**src/rtl/mecv_pkg.sv**
```systemverilog
`timescale 1ns / 1ps
package mecv_pkg;

   localparam int CHANNELS = 4;
   localparam int WORD_W   = 32;
   localparam int PROD_W   = 64;

   localparam logic [1:0] MODE_UPDATE   = 2'd0;
   localparam logic [1:0] MODE_ZERO_ONE = 2'd1;
   localparam logic [1:0] MODE_CAPTURE  = 2'd2;
   localparam logic [1:0] MODE_ZERO_ALL = 2'd3;

   localparam logic [1:0] CSR_WIDE_MASK   = 2'd0;
   localparam logic [1:0] CSR_INVERT_MASK = 2'd1;
   localparam logic [1:0] CSR_RPM_SCALE   = 2'd2;

   localparam logic [CHANNELS-1:0] WIDE_MASK_RESET   = 4'd9;
   localparam logic [CHANNELS-1:0] INVERT_MASK_RESET = 4'd4;
   localparam logic [WORD_W-1:0]   RPM_SCALE_RESET   = 32'd393216;

   typedef enum logic [1:0] {
      ACT_HOLD    = 2'd0,
      ACT_UPDATE  = 2'd1,
      ACT_ZERO    = 2'd2,
      ACT_CAPTURE = 2'd3
   } act_type;

   typedef struct packed {
      logic accept;
      logic move12;
      logic move2o;
      logic out_hold;
   } pipe_ctl_type;

   typedef struct packed {
      act_type                   act;
      logic signed [PROD_W-1:0]  product;
      logic signed [WORD_W-1:0]  position;
   } lane_res_type;

   function automatic logic signed [WORD_W-1:0] sat_speed(input logic signed [PROD_W-1:0] p);
      logic signed [WORD_W-1:0] r;
      if ((&p[PROD_W-1:WORD_W-1]) || !(|p[PROD_W-1:WORD_W-1])) begin
         r = p[WORD_W-1:0];
      end else if (p[PROD_W-1]) begin
         r = {1'b1, {(WORD_W-1){1'b0}}};
      end else begin
         r = {1'b0, {(WORD_W-1){1'b1}}};
      end
      return r;
   endfunction

endpackage

```
**src/rtl/mecv_merge.sv**
```systemverilog
`timescale 1ns / 1ps
module mecv_merge (
   input  logic                                clock,
   input  logic                                reset,
   input  mecv_pkg::pipe_ctl_type              ctl,
   input  mecv_pkg::lane_res_type              lane_res [mecv_pkg::CHANNELS],
   output logic                                rsp_valid,
   output logic signed [mecv_pkg::WORD_W-1:0]  position [mecv_pkg::CHANNELS],
   output logic signed [mecv_pkg::WORD_W-1:0]  speed [mecv_pkg::CHANNELS]
);
   import mecv_pkg::*;

   logic                     valid_ff, valid_in;
   logic signed [WORD_W-1:0] speed_ff [CHANNELS];
   logic signed [WORD_W-1:0] speed_in [CHANNELS];
   logic signed [WORD_W-1:0] pos_ff [CHANNELS];

   assign valid_in = ctl.move2o | (valid_ff & ctl.out_hold);

   always_comb begin
      for (int n = 0; n < CHANNELS; n++) begin
         case (lane_res[n].act)
            ACT_UPDATE:  speed_in[n] = sat_speed(lane_res[n].product);
            ACT_HOLD:    speed_in[n] = speed_ff[n];
            default:     speed_in[n] = '0;
         endcase
      end
   end

   always_ff @(posedge clock) begin
      if (reset) begin
         valid_ff <= 1'b0;
         for (int n = 0; n < CHANNELS; n++) begin
            speed_ff[n] <= '0;
         end
      end else begin
         valid_ff <= valid_in;
         if (ctl.move2o) begin
            for (int n = 0; n < CHANNELS; n++) begin
               speed_ff[n] <= speed_in[n];
            end
         end
      end
   end

   always_ff @(posedge clock) begin
      if (ctl.move2o) begin
         for (int n = 0; n < CHANNELS; n++) begin
            pos_ff[n] <= lane_res[n].position;
         end
      end
   end

   assign rsp_valid = valid_ff;
   assign position  = pos_ff;
   assign speed     = speed_ff;

endmodule
```
**config.mk**
```make
export PLATFORM = sky130hd
export DESIGN_NAME = mecv_merge
export DESIGN_NICKNAME = d
export VERILOG_FILES = /design/src/rtl/mecv_pkg.sv /design/src/rtl/mecv_merge.sv
export SDC_FILE = /design/constraint.sdc
export NUM_CORES = 1
export LEC_CHECK = 0
export ABC_AREA = 1
export BUFFER_PORTS_ARGS = -buffer_cell sky130_fd_sc_hd__buf_4
export CORE_AREA = 4 4 254 256
export CTS_BUF_LIST = sky130_fd_sc_hd__clkbuf_16
export CTS_CLUSTER_SIZE = 16
export DETAILED_ROUTE_END_ITERATION = 10
export DIE_AREA = 0 0 258 260
export MAX_ROUTING_LAYER = met4
export PLACE_DENSITY = 0.39
export SYNTH_ARGS = -nofsm -noshare
export SYNTH_HDL_FRONTEND = slang
export SYNTH_SLANG_ARGS = --single-unit
export TNS_END_PERCENT = 30
```
**constraint.sdc**
```tcl
create_clock -name clock -period 4.1 [get_ports clock]
set_input_delay 0.82 -clock clock [delete_from_list [all_inputs] [get_ports clock]]
set_output_delay 0.82 -clock clock [all_outputs]
set_load 0.01 [all_outputs]
```
==> flow_metrics.py <==
metrics = {
    "final_layout": {
        "layout_common_cells": "buf_4 (660), nand2_1 (547), dfxtp_1 (129)",
        "drive_gt1_frac": 0.403,
        "n_fill_cell": 6771,
        "finalNetCount": 2260,
        "multi_input_area_um2": 3540,
        "seq_area_um2": 6430,
        "syn_to_final_growth_pct": 65.3,
        "final-instance-count-excl-fill": 2745,
        "layout_commonest_cell": "buf_4",
    },
    "yosys": {
        "ys_ff_latch": 257,
        "avgSynthCellArea_um2": 8.68,
        "ys_types": 23,
        "synth.net_count": 1620,
        "yosysWarnings": 0,
        "netlist_area_um2": 10600,
        "yosysSeqAreaShare": 0.606,
        "syn_inst": 1222,
    },
    "routing": {
        "drc": 0,
        "dr.pass1.iters": 4,
        "via_per_inst": 3.88,
        "vias": 10700,
        "ant_nets": 0,
        "drtIter0Drc": 520,
        "drt_wl_total_um": 51600,
        "routedWlPerCell_um": 18.8,
    },
    "global_routing": {
        "grt_overflow": 0,
        "grt_first_pass_wirelength_um": 71100,
        "antenna_found_initial": 12,
        "grt_use_total": 0.147,
        "grt_max_degree": 69,
        "grt_pass1_vias": 10400,
    },
    "power_and_ir_drop": {
        "p_total_uw": 7000,
        "p_per_area_nw_per_um2": 400,
        "leakage_uw": 0.00771,
        "irDropWorstVdd_uv": 209,
    },
    "sta": {
        "grt_setup_unrepaired": "no",
        "relSlewSlack": 0.220,
        "timing.final.crit_share": 0.537,
        "min_period_ns": 2.20,
        "setup_tns_ns": 0,
        "clock_skew_ns": 0,
        "worstMarginPinSlew_ns": 1.17,
        "final_hold_viol_count": 0,
        "drv_slew": 0,
        "whs_ns": 0.453,
        "finalSetupViolations": 0,
        "fmax_mhz": 454,
    },
    "critical_path": {
        "critPathCaptureType": "flip-flop",
        "critical_path_class": "in2reg",
        "crit_top_cell": "nand2_1",
        "cp.required_ns": 4.56,
        "worst_path_largest_cell_delay_ns": 0.83,
        "worst-r2r-cell-count": 2,
        "r2r_start": "speed[9]",
        "startpoint": "ctl[1]",
        "r2r_end": "speed[9]",
        "cp_cell_sequence": "buf_6, nand2_1, nand2_1, inv_1, nand2_1, a21oi_2",
        "start_kind": "primary input",
        "arrival_ns": 2.66,
        "cp-endpoint": "speed[2]",
        "slowest_stage": "inv_1",
        "path_max_fanout": 68,
        "rrSetupSlack_ns": 3.43,
    },
    "die": {
        "die_x_um": 258,
        "die_h_um": 260,
        "io_pins": 655,
        "core_area_um2": 62500,
        "initial_core_util": 0.170,
        "rows": 92,
        "dieArea_um2": 67100,
    },
    "clock_tree": {
        "clk_pin_slew_ns": 0.06,
        "cts_buffers": 36,
        "h-tree-depth": 2,
        "cts_setup_buffers": 0,
        "worstSkewPairLatency_ns": 0.52,
        "cts_tree": "done",
        "clk_root_buffer_cell": "clkbuf_16",
        "cts_buffer_depth": 3,
        "ctsResizeCount": 0,
        "clock_sinks": 257,
        "ctsHoldBuffers": 0,
    },
    "worst_hold_path": {
        "min_path_type": "in2reg",
    },
    "placed_design": {
        "hpwlAfterDp_um": 40100,
        "dpl.cell_count": 2670,
        "io_buffers": 652,
        "place_congestion": 0.830,
    },
    "run": {
        "cap_violations": 0,
    },
    "outcome": {
        "status": "finished, final reports clean",
    },
}
[routing by layer]
metal | routed length [µm] | up-vias | GRT usage
met5 | 0 | - | -
met4 | 1540 | 0 | 0.0452
met3 | 4600 | 73 | 0.0544
met2 | 26300 | 447 | 0.257
met1 | 19200 | 4941 | 0.156
li1 | - | 5201 | -
[cell families (layout without fill, tap and decap cells)]
group | after synthesis | after routing | share of synthesized area
other | 0 | 11 | 0
flip-flops | 257 | 257 | 0.606
AND/OR/NAND/NOR | 697 | 697 | 0.258
AO/OA/AOI/OAI | 131 | 131 | 0.0752
buffers and inverters | 137 | 803 | 0.0607
[flip-flops by register name, summed over array words and instances, names as in the netlist]
name and flops:
rsp_valid 1, position 128, speed 128
[area by class of cell]
cell class              instances  share of cell area
diodes                         11             0.00157
clock buffers                  36              0.0514
flip-flops and latches        257               0.367
repair buffers                662               0.285
well taps                     846              0.0604
inverters                      77              0.0165
multi-input cells             828               0.202
clock inverters                28              0.0168
[power by group]
| group | total (µW) | leakage [µW] | internal [µW] | switching (µW) |
|---|---|---|---|---|
| combinational | 896 | 0.00481 | 460 | 436 |
| sequential | 2890 | 0.00230 | 2840 | 47.6 |
| clock | 3210 | 0.000595 | 1980 | 1240 |
| total | 7000 | 0.00771 | 5280 | 1720 |
[per-stage QoR]
step	util	cell area (µm²)	setup WS [ns]
floorplan	-	10600	2.20
global placement	0.261	16300	1.33
detailed placement	0.261	16300	1.34
CTS	0.280	17500	1.91
global route	0.280	17500	1.64
finish	0.280	17500	1.90
[worst max-delay path, delay by kind of cell]
family	cells	cell delay, ns
and+or+nand+nor	3	0.43
buffers and inverters	2	1.11
AOI/OAI and AO/OA	1	0.19
[cells in the mapped netlist, drive strengths merged]
cell type  count  share of area
or2            3         0.0018
o21a           1        0.00071
buf           29          0.022
edfxtp       128           0.36
nor3           5         0.0024
dfxtp        129           0.24
clkbuf        31          0.011
nand3         28          0.015
nor2          95          0.034
nand2        552           0.20
nand4         13         0.0077
nand3b         1        0.00071
a21oi        130          0.074
inv           77          0.027
[worst min-delay path by stage]
stage                             start           end  slack, ns  cells past startpoint
after floorplan              speed[127]    speed[127]       0.49                      2
after global placement       speed[123]    speed[123]       0.45                      2
after detailed placement      speed[36]     speed[36]       0.46                      2
after CTS                 lane_res[295]  position[97]       0.40                      1
after global routing       lane_res[10]  position[10]       0.42                      1
final                     lane_res[295]  position[97]       0.45                      1
(Power assumes the default switching activity.)
