--- src/rtl/mecv_pkg.sv ---
`timescale 1ns / 1ps
package mecv_pkg;

   localparam int CHANNELS = 4;
   localparam int WORD_W   = 32;
   localparam int PROD_W   = 64;

   localparam logic [1:0] MODE_UPDATE   = 2'd0;
   localparam logic [1:0] MODE_ZERO_ONE = 2'd1;
   localparam logic [1:0] MODE_CAPTURE  = 2'd2;
   localparam logic [1:0] MODE_ZERO_ALL = 2'd3;

   localparam logic [1:0] CSR_WIDE_MASK   = 2'd0;
   localparam logic [1:0] CSR_INVERT_MASK = 2'd1;
   localparam logic [1:0] CSR_RPM_SCALE   = 2'd2;

   localparam logic [CHANNELS-1:0] WIDE_MASK_RESET   = 4'd9;
   localparam logic [CHANNELS-1:0] INVERT_MASK_RESET = 4'd4;
   localparam logic [WORD_W-1:0]   RPM_SCALE_RESET   = 32'd393216;

   typedef enum logic [1:0] {
      ACT_HOLD    = 2'd0,
      ACT_UPDATE  = 2'd1,
      ACT_ZERO    = 2'd2,
      ACT_CAPTURE = 2'd3
   } act_type;

   typedef struct packed {
      logic accept;
      logic move12;
      logic move2o;
      logic out_hold;
   } pipe_ctl_type;

   typedef struct packed {
      act_type                   act;
      logic signed [PROD_W-1:0]  product;
      logic signed [WORD_W-1:0]  position;
   } lane_res_type;

   function automatic logic signed [WORD_W-1:0] sat_speed(input logic signed [PROD_W-1:0] p);
      logic signed [WORD_W-1:0] r;
      if ((&p[PROD_W-1:WORD_W-1]) || !(|p[PROD_W-1:WORD_W-1])) begin
         r = p[WORD_W-1:0];
      end else if (p[PROD_W-1]) begin
         r = {1'b1, {(WORD_W-1){1'b0}}};
      end else begin
         r = {1'b0, {(WORD_W-1){1'b1}}};
      end
      return r;
   endfunction

endpackage

--- src/rtl/mecv_lane.sv ---
`timescale 1ns / 1ps
module mecv_lane (
   input  logic                          clock,
   input  logic                          reset,
   input  mecv_pkg::pipe_ctl_type        ctl,
   input  mecv_pkg::act_type             req_act,
   input  logic [mecv_pkg::WORD_W-1:0]   req_raw,
   input  logic                          wide,
   input  logic                          invert,
   input  logic [mecv_pkg::WORD_W-1:0]   scale,
   output mecv_pkg::lane_res_type        res
);
   import mecv_pkg::*;

   logic [WORD_W-1:0]        snap_ff, snap_in;
   logic [WORD_W-1:0]        pos_ff, pos_in;
   logic [WORD_W-1:0]        raw_diff, ext_diff, diff_in;
   logic [WORD_W-1:0]        diff1_ff;
   logic [WORD_W-1:0]        pos1_ff;
   act_type                  act1_ff;
   logic signed [PROD_W-1:0] product_in;
   lane_res_type             res_ff;

   always_comb begin
      raw_diff = req_raw - snap_ff;
      ext_diff = wide ? raw_diff : {{16{raw_diff[15]}}, raw_diff[15:0]};
      diff_in  = invert ? (32'd0 - ext_diff) : ext_diff;
      pos_in   = pos_ff;
      snap_in  = snap_ff;
      case (req_act)
         ACT_UPDATE: begin
            pos_in  = invert ? (pos_ff - ext_diff) : (pos_ff + ext_diff);
            snap_in = req_raw;
         end
         ACT_ZERO: begin
            pos_in  = '0;
            snap_in = '0;
         end
         ACT_CAPTURE: begin
            pos_in  = '0;
            snap_in = req_raw;
         end
         default: begin
            pos_in  = pos_ff;
            snap_in = snap_ff;
         end
      endcase
   end

   always_ff @(posedge clock) begin
      if (reset) begin
         snap_ff <= '0;
         pos_ff  <= '0;
      end else if (ctl.accept) begin
         snap_ff <= snap_in;
         pos_ff  <= pos_in;
      end
   end

   always_ff @(posedge clock) begin
      if (ctl.accept) begin
         diff1_ff <= diff_in;
         pos1_ff  <= pos_in;
         act1_ff  <= req_act;
      end
   end

   assign product_in = $signed({diff1_ff[WORD_W-1], diff1_ff}) * $signed({1'b0, scale});

   always_ff @(posedge clock) begin
      if (ctl.move12) begin
         res_ff.act      <= act1_ff;
         res_ff.product  <= product_in;
         res_ff.position <= $signed(pos1_ff);
      end
   end

   assign res = res_ff;

endmodule

--- config.mk ---
export PLATFORM = sky130hd
export DESIGN_NAME = mecv_lane
export DESIGN_NICKNAME = d
export VERILOG_FILES = /design/src/rtl/mecv_pkg.sv /design/src/rtl/mecv_lane.sv
export SDC_FILE = /design/constraint.sdc
export NUM_CORES = 2
export LEC_CHECK = 0
export BUFFER_PORTS_ARGS = -buffer_cell sky130_fd_sc_hd__buf_2
export CAP_MARGIN = 25
export CORE_ASPECT_RATIO = 1.75
export CORE_MARGIN = 5
export CORE_UTILIZATION = 59
export CTS_CLUSTER_DIAMETER = 30
export CTS_CLUSTER_SIZE = 8
export DETAILED_ROUTE_END_ITERATION = 10
export PLACE_DENSITY = 0.77
export SYNTH_ARGS = -nofsm -noshare
export SYNTH_HDL_FRONTEND = slang
export SYNTH_SLANG_ARGS = --single-unit
--- constraint.sdc ---
create_clock -name clock -period 22.3 [get_ports clock]
set_input_delay 4.46 -clock clock [delete_from_list [all_inputs] [get_ports clock]]
set_output_delay 4.46 -clock clock [all_outputs]
set_load 0.01 [all_outputs]
==> impl_metrics.json <==
{
  "yosys_warnings": 0,
  "fp.dieW_um": 221,
  "cts_buffers": 45,
  "ys_seq_area_share_pct": 13.5,
  "required_ns": 22.63,
  "ant_nets": 0,
  "rr_endpoint": "res[95]$_DFFE_PP_",
  "drt_wl_total_um": 123000,
  "layout_common_cells": "959 x inv_1, 899 x fa_1, 654 x and2_1",
  "syn_inst": 4851,
  "port_buffers": 169,
  "vias_per_cell": 5.77,
  "rr_worst_depth": 25,
  "nNetsFinal": 6197,
  "postCtsSetupRepairBufs": 0,
  "crit_path_top_delay_cell": "o21ai_1",
  "cp-start-kind": "primary input",
  "setup-violations-final": 0,
  "max_stage_delay_ns": 0.84,
  "drv_cap": 0,
  "cts_tree": "done",
  "worst_pin_slew_ns": 1.04,
  "ios": 172,
  "whs_path_depth": 0,
  "die_h_um": 379,
  "setup_tns_ns": 0,
  "avgSynthCellArea_um2": 9.45,
  "period_share_pct": 61.1,
  "cts.sinks": 228,
  "ys_async_sr_fraction_pct": 0,
  "cp_num_buf_inv": 4,
  "skew_ns": 0.0352,
  "hold_class": "reg -> reg",
  "min_delay_worst_endpoint": "res[20]$_DFFE_PP_",
  "grt_pass1_vias": 38400,
  "dr.pass1.iters": 5,
  "max_freq_ghz": 0.0734,
  "cts_root_buffer": "clkbuf_16",
  "wire_per_inst_um": 20.8,
  "crit_type": "in -> reg",
  "num_rows": 135,
  "cts_max_level": 2,
  "grt-ovfl-total": 0,
  "cts_resized": 0,
  "die_area_mm2": 0.0836,
  "setup.worst_path.end_class": "flip-flop",
  "synth_edf_count": 164,
  "reg2reg_from": "diff1_ff[2]$_DFFE_PP_",
  "drc": 0,
  "antenna_found_initial": 9,
  "clock_latency_ns": 0.62,
  "grt_pass1_wl_um": 198000,
  "arrival_ns": 13.96,
  "synth_cell_types": 83,
  "path_common_cell": "fa_1",
  "vias": 34300,
  "max_slew_margin_pct": 30.3,
  "hpwlAfterDp_um": 94300,
  "finalHoldViolCount": 0,
  "status": "completed",
  "crit_family": "adder cells",
  "cts.clk_slew.worst_paths_ns": 0.05,
  "synth_flop_cell": "edfxtp_1",
  "rsz0062_at_grt": "false",
  "yosys_register_bits": 228,
  "layout_min_cycle_time_ns": 13.63,
  "synth.net_count": 6178,
  "final_common_cell": "inv_1",
  "track_usage_pct": 30.6,
  "drive_gt1_share_pct": 6.71,
  "r2r_slack_ns": 12.32,
  "cts_hold_buf": 0,
  "hold_ws_ns": 0.404,
  "syn_area_mm2": 0.0458,
  "clock_path_buffers": 3,
  "maxSlewViolCount": 0,
  "hold_path.startpoint": "pos1_ff[20]$_DFFE_PP_",
  "globalplace.congestion": 0.939,
  "grt_max_degree": 69,
  "drt-initial-drc-count": 2078,
  "syn_to_final_growth_pct": 6.99,
  "cp_max_fo": 32,
  "core_mm2": 0.0772,
  "initial_utilization_pct": 59.4
}
## metal layers
layer	part of all wire, %	track usage, %	vias to the layer above	wire [um]
met4	10	23.9	2	12600
met3	5.6	4.24	569	6860
met1	32	31.0	17400	39300
met2	52	55.6	1323	64600
met5	0.0089	0	-	11
li1	-	-	14900	-
## layout make-up
| class | instances | area (um^2) |
|---|---|---|
| clock inverter | 21 | 362 |
| antenna | 6 | 15.0 |
| inverter | 960 | 3600 |
| clock buffer | 62 | 1230 |
| multi-input combinational | 3413 | 35100 |
| tap | 1027 | 1280 |
| sequential | 228 | 6210 |
| timing repair buffer | 222 | 1260 |
| fill | 6374 | 28200 |
## kinds of logic after synthesis
logic type	after synthesis	share of synthesized area, %
buffers and inverters	1210	9.96
adder cells (fa/ha/maj)	1253	48.9
XOR/XNOR	155	2.96
multiplexers	21	0.467
flip-flops	228	13.5
AO/OA/AOI/OAI	510	7.49
AND/OR/NAND/NOR	1474	16.6
## stage by stage
step | util, % | instances | worst slack, ns | area, um^2
global placement | 61.4 | 5848 | 8.11 | 47400
floorplan | - | 4851 | 10.56 | 45800
detailed placement | 61.4 | 5850 | 8.14 | 47400
CTS | 63.5 | 5933 | 8.77 | 49000
global route | 63.5 | 5934 | 8.70 | 49000
finish | 63.5 | 5939 | 8.67 | 49000
## flip-flops by register name, summed over array words and instances (netlist names)
signal and cells:
res 98, snap_ff 32, act1_ff 2, diff1_ff 32, pos_ff 32, pos1_ff 32
## Yosys cell counts (all sizes together) (15+ instances only)
cell | count | area, um^2
edfxtp | 164 | 4920
xor2 | 53 | 464
nor2 | 184 | 691
nand3 | 27 | 135
a21oi | 143 | 716
a21o | 68 | 510
a22o | 15 | 133
clkbuf | 240 | 901
fa | 899 | 18000
o21ai | 78 | 390
inv | 959 | 3600
and2 | 654 | 4090
nand2b | 29 | 181
o21a | 20 | 150
o21bai | 27 | 203
xnor2 | 102 | 893
a22oi | 50 | 375
ha | 354 | 4430
mux2i | 18 | 180
nor3 | 24 | 120
dfxtp | 64 | 1280
and3 | 16 | 101
a31oi | 16 | 106
nand2 | 463 | 1740
## worst max path at each step
| stage | start | endpoint | slack [ns] | cells after the start |
|---|---|---|---|---|
| final | scale[20] | res[95]$_DFFE_PP_ | 8.67 | 25 |
| after global routing | scale[16] | res[95]$_DFFE_PP_ | 8.70 | 25 |
| after CTS | scale[20] | res[95]$_DFFE_PP_ | 8.77 | 25 |
| after floorplan | scale[13] | res[95]$_DFFE_PP_ | 10.56 | 28 |
| after global placement | scale[20] | res[95]$_DFFE_PP_ | 8.11 | 24 |
| after detailed placement | scale[20] | res[95]$_DFFE_PP_ | 8.14 | 25 |
Power is not shown: default switching activity piles up to over one toggle a cycle in this logic, so the estimate is an artifact.
